### src/hdl/efr_pkg.sv
package efr_pkg;

  localparam logic [7:0] FLAG_BYTE   = 8'h7e;
  localparam logic [7:0] ESC_BYTE    = 8'h7d;
  localparam logic [7:0] XON_BYTE    = 8'h11;
  localparam logic [7:0] XOFF_BYTE   = 8'h13;
  localparam logic [7:0] ESC_XOR     = 8'h20;
  localparam logic [7:0] SUM_GOOD    = 8'hff;
  localparam logic [15:0] MAX_LEN_RESET = 16'd256;

  typedef enum logic [2:0] {
    PH_HUNT    = 3'd0,
    PH_LEN_HI  = 3'd1,
    PH_LEN_LO  = 3'd2,
    PH_TYPE    = 3'd3,
    PH_PAYLOAD = 3'd4,
    PH_CKSUM   = 3'd5
  } phase_t;

  typedef enum logic [1:0] {
    KIND_TYPE  = 2'd0,
    KIND_DATA  = 2'd1,
    KIND_GOOD  = 2'd2,
    KIND_ERROR = 2'd3
  } kind_t;

  typedef enum logic [2:0] {
    ERR_NONE     = 3'd0,
    ERR_DELIM    = 3'd1,
    ERR_ESCAPE   = 3'd2,
    ERR_ZERO_LEN = 3'd3,
    ERR_TOO_LONG = 3'd4,
    ERR_CHECKSUM = 3'd5
  } err_t;

  typedef struct packed {
    logic        valid;
    kind_t       kind;
    logic [7:0]  data;
    logic [15:0] index;
    err_t        err;
  } result_t;

endpackage

### src/hdl/efr_decode.sv
module efr_decode (
  input  logic             clk,
  input  logic             rst_n,
  input  logic             fire,
  input  logic [7:0]       rx_byte,
  input  logic             cfg_we,
  input  logic [15:0]      cfg_data,
  output efr_pkg::result_t res
);

  efr_pkg::phase_t phase_r, phase_nxt;
  logic        esc_r, esc_nxt;
  logic [15:0] len_r, len_nxt;
  logic [15:0] cnt_r, cnt_nxt;
  logic [7:0]  sum_r, sum_nxt;
  logic [15:0] max_len_r;

  logic        in_frame;
  logic [7:0]  ub;
  logic [15:0] len_m1;
  logic [15:0] cnt_p1;
  logic [7:0]  sum_add;

  assign in_frame = (phase_r != efr_pkg::PH_HUNT) && (phase_r <= efr_pkg::PH_CKSUM);
  assign ub       = rx_byte ^ efr_pkg::ESC_XOR;
  assign len_m1   = len_r - 16'd1;
  assign cnt_p1   = cnt_r + 16'd1;

  always_comb begin
    phase_nxt = phase_r;
    esc_nxt   = esc_r;
    len_nxt   = len_r;
    cnt_nxt   = cnt_r;
    sum_nxt   = sum_r;
    res       = '0;
    res.kind  = efr_pkg::KIND_TYPE;
    res.err   = efr_pkg::ERR_NONE;
    sum_add   = rx_byte;
    if (fire) begin
      if (!in_frame) begin
        if (rx_byte == efr_pkg::FLAG_BYTE) begin
          phase_nxt = efr_pkg::PH_LEN_HI;
          esc_nxt   = 1'b0;
          len_nxt   = '0;
          cnt_nxt   = '0;
          sum_nxt   = '0;
        end else begin
          phase_nxt = efr_pkg::PH_HUNT;
        end
      end else if (esc_r && !(ub == efr_pkg::FLAG_BYTE || ub == efr_pkg::ESC_BYTE ||
                              ub == efr_pkg::XON_BYTE || ub == efr_pkg::XOFF_BYTE)) begin
        res.valid = 1'b1;
        res.kind  = efr_pkg::KIND_ERROR;
        res.index = cnt_r;
        res.err   = efr_pkg::ERR_ESCAPE;
        phase_nxt = efr_pkg::PH_HUNT;
        esc_nxt   = 1'b0;
      end else if (!esc_r && rx_byte == efr_pkg::FLAG_BYTE) begin
        // start byte inside a frame aborts it and is consumed
        res.valid = 1'b1;
        res.kind  = efr_pkg::KIND_ERROR;
        res.index = cnt_r;
        res.err   = efr_pkg::ERR_DELIM;
        phase_nxt = efr_pkg::PH_HUNT;
        esc_nxt   = 1'b0;
      end else if (!esc_r && rx_byte == efr_pkg::ESC_BYTE) begin
        esc_nxt = 1'b1;
      end else begin
        esc_nxt = 1'b0;
        sum_add = esc_r ? ub : rx_byte;
        unique case (phase_r)
          efr_pkg::PH_LEN_HI: begin
            len_nxt   = {sum_add, 8'h00};
            phase_nxt = efr_pkg::PH_LEN_LO;
          end
          efr_pkg::PH_LEN_LO: begin
            len_nxt = {len_r[15:8], sum_add};
            if ({len_r[15:8], sum_add} == 16'd0) begin
              res.valid = 1'b1;
              res.kind  = efr_pkg::KIND_ERROR;
              res.index = cnt_r;
              res.err   = efr_pkg::ERR_ZERO_LEN;
              phase_nxt = efr_pkg::PH_HUNT;
            end else begin
              phase_nxt = efr_pkg::PH_TYPE;
            end
          end
          efr_pkg::PH_TYPE: begin
            len_nxt = len_m1;
            if (len_m1 > max_len_r) begin
              res.valid = 1'b1;
              res.kind  = efr_pkg::KIND_ERROR;
              res.index = cnt_r;
              res.err   = efr_pkg::ERR_TOO_LONG;
              phase_nxt = efr_pkg::PH_HUNT;
            end else begin
              res.valid = 1'b1;
              res.kind  = efr_pkg::KIND_TYPE;
              res.data  = sum_add;
              sum_nxt   = sum_add;
              cnt_nxt   = '0;
              phase_nxt = (len_m1 == 16'd0) ? efr_pkg::PH_CKSUM : efr_pkg::PH_PAYLOAD;
            end
          end
          efr_pkg::PH_PAYLOAD: begin
            res.valid = 1'b1;
            res.kind  = efr_pkg::KIND_DATA;
            res.data  = sum_add;
            res.index = cnt_r;
            sum_nxt   = sum_r + sum_add;
            cnt_nxt   = cnt_p1;
            if (cnt_p1 >= len_r) phase_nxt = efr_pkg::PH_CKSUM;
          end
          efr_pkg::PH_CKSUM: begin
            sum_nxt   = sum_r + sum_add;
            res.valid = 1'b1;
            res.index = cnt_r;
            phase_nxt = efr_pkg::PH_HUNT;
            if (sum_r + sum_add != efr_pkg::SUM_GOOD) begin
              res.kind = efr_pkg::KIND_ERROR;
              res.err  = efr_pkg::ERR_CHECKSUM;
            end else begin
              res.kind = efr_pkg::KIND_GOOD;
            end
          end
          default: phase_nxt = efr_pkg::PH_HUNT;
        endcase
      end
    end
  end

  always_ff @(posedge clk) begin
    if (!rst_n) begin
      phase_r   <= efr_pkg::PH_HUNT;
      esc_r     <= 1'b0;
      len_r     <= '0;
      cnt_r     <= '0;
      sum_r     <= '0;
      max_len_r <= efr_pkg::MAX_LEN_RESET;
    end else begin
      phase_r <= phase_nxt;
      esc_r   <= esc_nxt;
      len_r   <= len_nxt;
      cnt_r   <= cnt_nxt;
      sum_r   <= sum_nxt;
      if (cfg_we) max_len_r <= cfg_data;
    end
  end

  a_err_on_error: assert property (@(posedge clk) disable iff (!rst_n)
    res.valid && res.kind == efr_pkg::KIND_ERROR |-> res.err != efr_pkg::ERR_NONE)
    else $error("error result without error code");

  a_no_err_otherwise: assert property (@(posedge clk) disable iff (!rst_n)
    res.valid && res.kind != efr_pkg::KIND_ERROR |-> res.err == efr_pkg::ERR_NONE)
    else $error("error code on non-error result");

  a_end_hunts: assert property (@(posedge clk) disable iff (!rst_n)
    res.valid && (res.kind == efr_pkg::KIND_GOOD || res.kind == efr_pkg::KIND_ERROR)
    |=> phase_r == efr_pkg::PH_HUNT && !esc_r)
    else $error("frame end did not return to hunting");

  a_data_counts: assert property (@(posedge clk) disable iff (!rst_n)
    res.valid && res.kind == efr_pkg::KIND_DATA |=> cnt_r == $past(cnt_r) + 16'd1)
    else $error("payload count did not advance");

  a_result_needs_fire: assert property (@(posedge clk) disable iff (!rst_n)
    res.valid |-> fire)
    else $error("result without a transaction");

endmodule

### src/hdl/efr_out_reg.sv
module efr_out_reg (
  input  logic              clk,
  input  logic              rst_n,
  input  efr_pkg::result_t  res,
  output logic              free,
  output logic              out_valid,
  input  logic              out_ready,
  output logic [1:0]        out_kind,
  output logic [7:0]        out_byte,
  output logic [15:0]       out_index,
  output logic [2:0]        out_error_code
);

  logic             valid_r, valid_nxt;
  efr_pkg::result_t data_r;

  assign free = !valid_r || out_ready;

  always_comb begin
    valid_nxt = valid_r;
    if (res.valid) valid_nxt = 1'b1;
    else if (out_ready) valid_nxt = 1'b0;
  end

  always_ff @(posedge clk) begin
    if (!rst_n) valid_r <= 1'b0;
    else valid_r <= valid_nxt;
  end

  always_ff @(posedge clk) begin
    if (res.valid) data_r <= res;
  end

  assign out_valid      = valid_r;
  assign out_kind       = data_r.kind;
  assign out_byte       = data_r.data;
  assign out_index      = data_r.index;
  assign out_error_code = data_r.err;

endmodule

### src/hdl/escaped_api_frame_receiver_core.sv
// path: input register, decode, then a result (if any) in the register driving out_valid
// throughput: one byte per cycle; an input register feeds a single decode step that
// loads the result register, and the input side advances whenever that register can load
// reset: synchronous active-low rst_n; hunting for a start byte, no escape pending,
// counters and sum cleared, max_payload_len back to 256, both stages empty
module escaped_api_frame_receiver_core (
  input  logic        clk,
  input  logic        rst_n,
  input  logic        in_valid,
  output logic        in_ready,
  input  logic [7:0]  in_rx_byte,
  output logic        out_valid,
  input  logic        out_ready,
  output logic [1:0]  out_kind,
  output logic [7:0]  out_byte,
  output logic [15:0] out_index,
  output logic [2:0]  out_error_code,
  input  logic        cfg_valid,
  output logic        cfg_ready,
  input  logic [15:0] cfg_max_payload_len
);

  logic             in_valid_r, in_valid_nxt;
  logic [7:0]       in_byte_r;
  logic             out_free;
  logic             fire;
  efr_pkg::result_t res;

  // input stage drains into decode whenever the result register can load
  assign fire      = in_valid_r && out_free;
  assign in_ready  = !in_valid_r || out_free;
  assign cfg_ready = 1'b1;

  always_comb begin
    in_valid_nxt = in_valid_r;
    if (in_ready) in_valid_nxt = in_valid;
  end

  always_ff @(posedge clk) begin
    if (!rst_n) in_valid_r <= 1'b0;
    else in_valid_r <= in_valid_nxt;
  end

  always_ff @(posedge clk) begin
    if (in_valid && in_ready) in_byte_r <= in_rx_byte;
  end

  efr_decode u_decode (
    .clk      (clk),
    .rst_n    (rst_n),
    .fire     (fire),
    .rx_byte  (in_byte_r),
    .cfg_we   (cfg_valid && cfg_ready),
    .cfg_data (cfg_max_payload_len),
    .res      (res)
  );

  efr_out_reg u_out (
    .clk            (clk),
    .rst_n          (rst_n),
    .res            (res),
    .free           (out_free),
    .out_valid      (out_valid),
    .out_ready      (out_ready),
    .out_kind       (out_kind),
    .out_byte       (out_byte),
    .out_index      (out_index),
    .out_error_code (out_error_code)
  );

endmodule
### config.mk
export PLATFORM = sky130hd
export DESIGN_NAME = escaped_api_frame_receiver_core
export DESIGN_NICKNAME = d
export VERILOG_FILES = /design/src/hdl/efr_pkg.sv /design/src/hdl/efr_decode.sv /design/src/hdl/efr_out_reg.sv /design/src/hdl/escaped_api_frame_receiver_core.sv
export SDC_FILE = /design/constraint.sdc
export NUM_CORES = 1
export LEC_CHECK = 0
export BUFFER_PORTS_ARGS = -buffer_cell sky130_fd_sc_hd__buf_2
export CORE_MARGIN = 2
export CORE_UTILIZATION = 35
export DETAILED_ROUTE_END_ITERATION = 7
export PLACE_DENSITY = 0.56
export SYNTH_ARGS = -nofsm -noshare
export SYNTH_HDL_FRONTEND = slang
export SYNTH_SLANG_ARGS = --single-unit
### constraint.sdc
create_clock -name clk -period 5.3 [get_ports clk]
set_input_delay 0.53 -clock clk [delete_from_list [all_inputs] [get_ports clk]]
set_output_delay 0.53 -clock clk [all_outputs]
set_load 0.02 [all_outputs]
# [After elaboration in Yosys (flattened, before gate mapping)]
# Index checks and enable logic that the tools add are counted.
# Widths: inputs -> output; s select.
[word_totals] reg_bits=99 input_bits=29 output_inout_bits=32 elab_cells=135
[op_classes] addsub=3 magnitude_cmp=3 n_eq_ne=23 muxes=57 bitwise=3 reduce_logical=30
[op_table] op="$mux 16" count=10
[op_table] op="$pmux 16 s3" count=2
[op_table] op="$mux 30" count=3
[op_table] op="$mux 19" count=4
[op_table] op="$mux 8" count=9
[op_table] op="$eq 8x7->1 const B" count=4
[op_table] op="$logic_not 16->1" count=2
[op_table] op="$pmux 16 s2" count=1
[op_table] op="$pmux 8 s2" count=2
[op_table] op="$mux 3" count=10
[op_table] op="$pmux 3 s4" count=2
[op_table] op="$reduce_and 7->1" count=3
[op_table] op="$add 16x1->16 const B" count=1
[op_table] op="$eq 8x5->1 const B" count=2
[op_table] op="$ge 16x16->1" count=1
[op_table] op="$gt 16x16->1" count=1
[op_table] op="$sub 16x1->16 const B" count=1
[op_table] op="$ne 3x3->1 const B" count=4
[op_table] op="$mux 1" count=10
[op_table] op="$pmux 3 s3" count=1
[op_table] op="$add 8x8->8" count=1
[op_table] op="$ne 2x2->1 const B" count=4
[op_table] op="$ne 4x4->1 const B" count=2
[op_table] op="$ne 8x8->1 const B" count=1
[op_table] op="other kinds (19)" count=38

# [Depth between registers and ports, before layout]
[logic_depth] word_depth=12 mapped_depth=18 mapped_depth_nobuf=15

# [By module]
# From an unflattened synthesis, not the netlist that was laid out.
[hier_totals] cells_unflattened=692 hier_area_um2=6199.7
[by_module_without_submodules] module="efr_decode" instances=1 cells_each=643 area_each_um2=4963.5 seq_area_each_um2=1201.2
[by_module_without_submodules] module="efr_out_reg" instances=1 cells_each=33 area_each_um2=919.6 seq_area_each_um2=890.9
[by_module_without_submodules] module="escaped_api_frame_receiver_core" instances=1 cells_each=16 area_each_um2=316.6 seq_area_each_um2=260.2

# [Worst setup path after synthesis]
# OpenSTA, ideal clock, no wires.
[synth_path] path_type="register -> register" start="register u_decode.len_r[0]" end="register u_decode.sum_r[4]" setup_ps=121 arrival_time_ps=3726 required_time_ps=5179 path_slack_ps=1453 stages_incl_launch_ff=17 path_buffers=1 synth_period_minus_slack_ps=3847 cell_sequence="dfxtp_1 inv_1 ha_1 or3b_2 clkbuf_1 nor2_1 nor4b_1 xnor2_1 inv_1 ha_1 nand4_1 nor4_1 a21boi_0 nand3b_1 nand2_1 o311ai_4 mux2_2"
[synth_via] elab_chain_cells=4
[synth_rtl] item="start: declaration" line_no="efr_decode.sv:13" source="logic [15:0] len_r, len_nxt;"
[synth_rtl] item="start signal: assignment" line_no="efr_decode.sv:143" source="len_r <= len_nxt;"
[synth_rtl] item="$sub 16x1->16" line_no="efr_decode.sv:26" source="assign len_m1 = len_r - 16'd1;"
[synth_rtl] item="$gt 16x16->1" line_no="efr_decode.sv:90" source="if (len_m1 > max_len_r) begin"
[synth_rtl] item="$ne 3x3->1 (no source line)"
[synth_rtl] item="$reduce_and 7->1 (no source line)"
[synth_rtl] item="end signal: assignment" line_no="efr_decode.sv:145" source="sum_r <= sum_nxt;"
[synth_rtl] item="end: declaration" line_no="efr_decode.sv:15" source="logic [7:0] sum_r, sum_nxt;"
# Every way passes these cells.
# A chain may end at the register's enable or synchronous reset.

# [Worst setup path after layout]
[layout_path] start="register u_decode.len_r[0]" end="register u_out.data_r (netlist bit u_out.out_kind[0]), data pin"
[layout_via] elab_chain_cells=7
[layout_rtl] item="$sub 16x1->16" line_no="efr_decode.sv:26"
[layout_rtl] item="$gt 16x16->1" line_no="efr_decode.sv:90"
[layout_rtl] item="$mux 2" line_no="efr_decode.sv:90"
[layout_rtl] item="$pmux 3 s4" line_no="efr_decode.sv:71" source="unique case (phase_r)"
[layout_rtl] item="$mux 30" line_no="efr_decode.sv:66" source="end else if (!esc_r && rx_byte == efr_pkg::ESC_BYTE) begin"
[layout_rtl] item="$mux 3" line_no="efr_decode.sv:58" source="end else if (!esc_r && rx_byte == efr_pkg::FLAG_BYTE) begin"
[layout_rtl] item="$mux 3" line_no="efr_decode.sv:50" source="end else if (esc_r && !(ub == efr_pkg::FLAG_BYTE || ub == efr_pkg::ESC_BYTE ||"
[layout_rtl] item="end signal: assignment" line_no="efr_out_reg.sv:31" source="if (res.valid) data_r <= res;"
[layout_rtl] item="end: declaration" line_no="efr_out_reg.sv:15" source="efr_pkg::result_t data_r;"
# Every way passes these cells.

==> reports/summary.txt <==
Synth top area share: 0.198
detailed placer's ending HPWL: 13000 um
final setup TNS: 0 ns
most numerous cell in the Yosys netlist: nand2_1
DR WL/cell: 18.0 um
Remaining Overflow, GRT: 0
CP max FO: 17
final setup fails: 0
Num CTS Buffers: 9
Pwr Density: 245 nW/um^2
htree depth: 3
final net count: 804
Post-synth EDFFs: 37
CP required: 5.51 ns
row cnt: 48
FFs w/ async S/R, synth: 0
final setup margin: 0.594 ns
post-synthesis register bit count: 99
Buffers on Ports: 59
Diodes inserted: 0
First DRT Iteration DRCs: 514
FMAX: 212 MHz
first-pass GRT wire length: 27600 um
Synth cell types: 77
syn_area_per_cell: 9.09 um^2
Max IR drop VDD: 0.162 mV
CTS tree: done
Max Root-Sink Buffers: 2
final wirelength: 17400 um
Die Ht: 138 um
CTS resizes: 0
initial antenna violation count: 0
clk root buf: clkbuf_16
Synth-to-Final Area Change: 12.1%
Slew Limit Fails: 0
cell area after layout: 7040 um^2
clk_skew: 0.0166 ns
pre-CTS setup slack: 0.641 ns
die area: 19000 um^2
largest net degree at the start of global routing: 40
Hold WC Path Type: primary input to flop
Boundary Pins: 61
CTS sink count: 99
Clk pin slew, worst setup/hold paths: 0.08 ns
leakage: 2.72 nW
status: finished clean
Synth Flop Type: dfxtp_1
placed cell areas: 6720 um^2
CORE AREA: 17400 um^2
vias in the first global route: 5135
synth cell count leaders: 76 x nand2_1, 62 x dfxtp_1, 47 x nor2_1
total track usage: 0.191
Post-CTS Hold Fix Bufs: 0
RSZ-0062 raised after global routing: no
Final min period: 4.71 ns
Slew headroom: 0.381
post-CTS setup buffer count: 0
GPL Wtd Cong: 0.916
Slew @ Worst Pin: 0.926 ns
TritonRoute pass-1 iters: 5
Yosys Warn Count: 0
crit start category: flop
fraction of layout cells with a size suffix above 1: 0.148
Worst-Skew Late Latency: 0.37 ns
leading area contributor after synthesis: dfxtp_1
Starting Density: 0.361
ANT nets after route: 0
DRC viols: 0
Fin. Hold Viols: 0
Vias: 5235
max-cap viol count: 0
Synth Net Count: 763
critical setup path kind: flop to flop
Synth Instances: 691
Final Cycle Share: 0.888
CP arrival: 4.92 ns
DR vias/cell: 5.44
Synth area leaders: dfxtp_1 20%, edfxtp_1 18%, ha_1 8.4%
sequential share of the synthesized area: 0.374
Die X-Extent: 138 um
Netlist Area Pre-Place: 6280 um^2
crit end category: flop
[path summary, 6_finish.rpt]
| path | endpoint | slack [ns] | start | cells after the start |
|---|---|---|---|---|
| setup / recovery | u_out.out_kind[0] | 0.59 | u_decode.len_r[0] | 15 |
| hold / removal | in_byte_r[3] | 0.33 | in_rx_byte[3] | 1 |
| setup reg to reg | u_out.out_kind[0] | 0.59 | u_decode.len_r[0] | 15 |
| hold reg to reg | u_decode.sum_r[5] | 0.47 | u_decode.sum_r[5] | 2 |
[cell type report]
class / count / area, um^2
fill: 1769 / 10400
multi-input combinational: 513 / 3590
sequential: 99 / 2350
timing repair buffer: 64 / 333
tap: 225 / 282
clock buffer: 11 / 243
inverter: 45 / 169
clock inverter: 5 / 77.6
[cells in the final DEF (no fill, tap or decap), types with 7 or more instances in the layout]
cell type  netlist  layout
buf_2            4      59
mux2i_1         33      33
nor4_1          13      13
inv_1           43      43
a32o_1           7       7
o2111ai_1       10      10
dfxtp_1         62      62
o31ai_1          8       8
and3_1          10      10
clkbuf_16        0       9
and2_1          30      30
nand3_1         29      29
edfxtp_1        37      37
o21ai_0         17      17
ha_1            42      42
xnor2_1         26      26
a21oi_1         30      30
nor3_1          13      13
nor2_1          47      46
nand2_1         76      76
o211ai_1         8       8
xor2_1           9       9
nand4_1          9       9
[flip-flops by register name, indices dropped and copies added, names as in the netlist]
| name | flops |
|---|---|
| u_out.out_byte | 8 |
| u_decode.max_len_r | 16 |
| in_byte_r | 8 |
| u_decode.phase_r | 3 |
| u_decode.sum_r | 8 |
| u_decode.esc_r | 1 |
| u_decode.len_r | 16 |
| in_valid_r | 1 |
| u_out.out_kind | 2 |
| u_decode.cnt_r | 16 |
| u_out.out_valid | 1 |
| u_out.out_index | 16 |
| u_out.out_error_code | 3 |
[logic make-up (layout without fill, tap and decap cells)]
logic type / count (synthesis) / count (layout) / synth area share
xor gates and xnor gates: 35 / 35 / 0.0488
and+or+nand+nor: 273 / 273 / 0.227
other: 1 / 1 / 0.000597
AOI/OAI and AO/OA: 125 / 125 / 0.149
adders and majority gates: 43 / 43 / 0.0868
DFF: 99 / 99 / 0.374
muxes: 36 / 36 / 0.0580
buffers and inverters: 79 / 125 / 0.0548
[metal layers]
metal  vias up  part of all wire  GRT usage
li1       2576                 -          -
met1      2464              0.46      0.259
met2       171              0.47      0.312
met3        24             0.052     0.0252
met4         0             0.020     0.0703
met5         -                 0          0
[power by group]
group | switching [mW] | internal, mW
combinational | 0.109 | 0.0684
sequential | 0.0293 | 0.799
clock | 0.324 | 0.392
total | 0.463 | 1.26
[critical path, stage by stage (launching register included)]
cell and delay, ns:
dfxtp_1 0.40, inv_1 0.09, ha_1 0.21, or3b_2 0.54, nor2_1 0.20, nor4b_1 0.35, xnor2_1 0.22, inv_1 0.07
ha_1 0.30, nand4_1 0.17, nor4_1 0.45, a21boi_0 0.22, nand3b_1 0.18, a21oi_1 0.11, a211oi_2 0.80, a21boi_0 0.24
[through the flow]
stage	total power [mW]	hold slack [ns]	cells	utilization
3_5_place_dp	1.02	0.464	946	0.386
2_1_floorplan	0.964	0.442	691	-
3_3_place_gp	1.02	0.456	946	0.386
5_1_grt	1.79	0.324	962	0.404
6_report	1.72	0.332	962	0.404
4_1_cts	1.74	0.327	962	0.404
No activity file was read; power rests on OpenSTA's default activity.
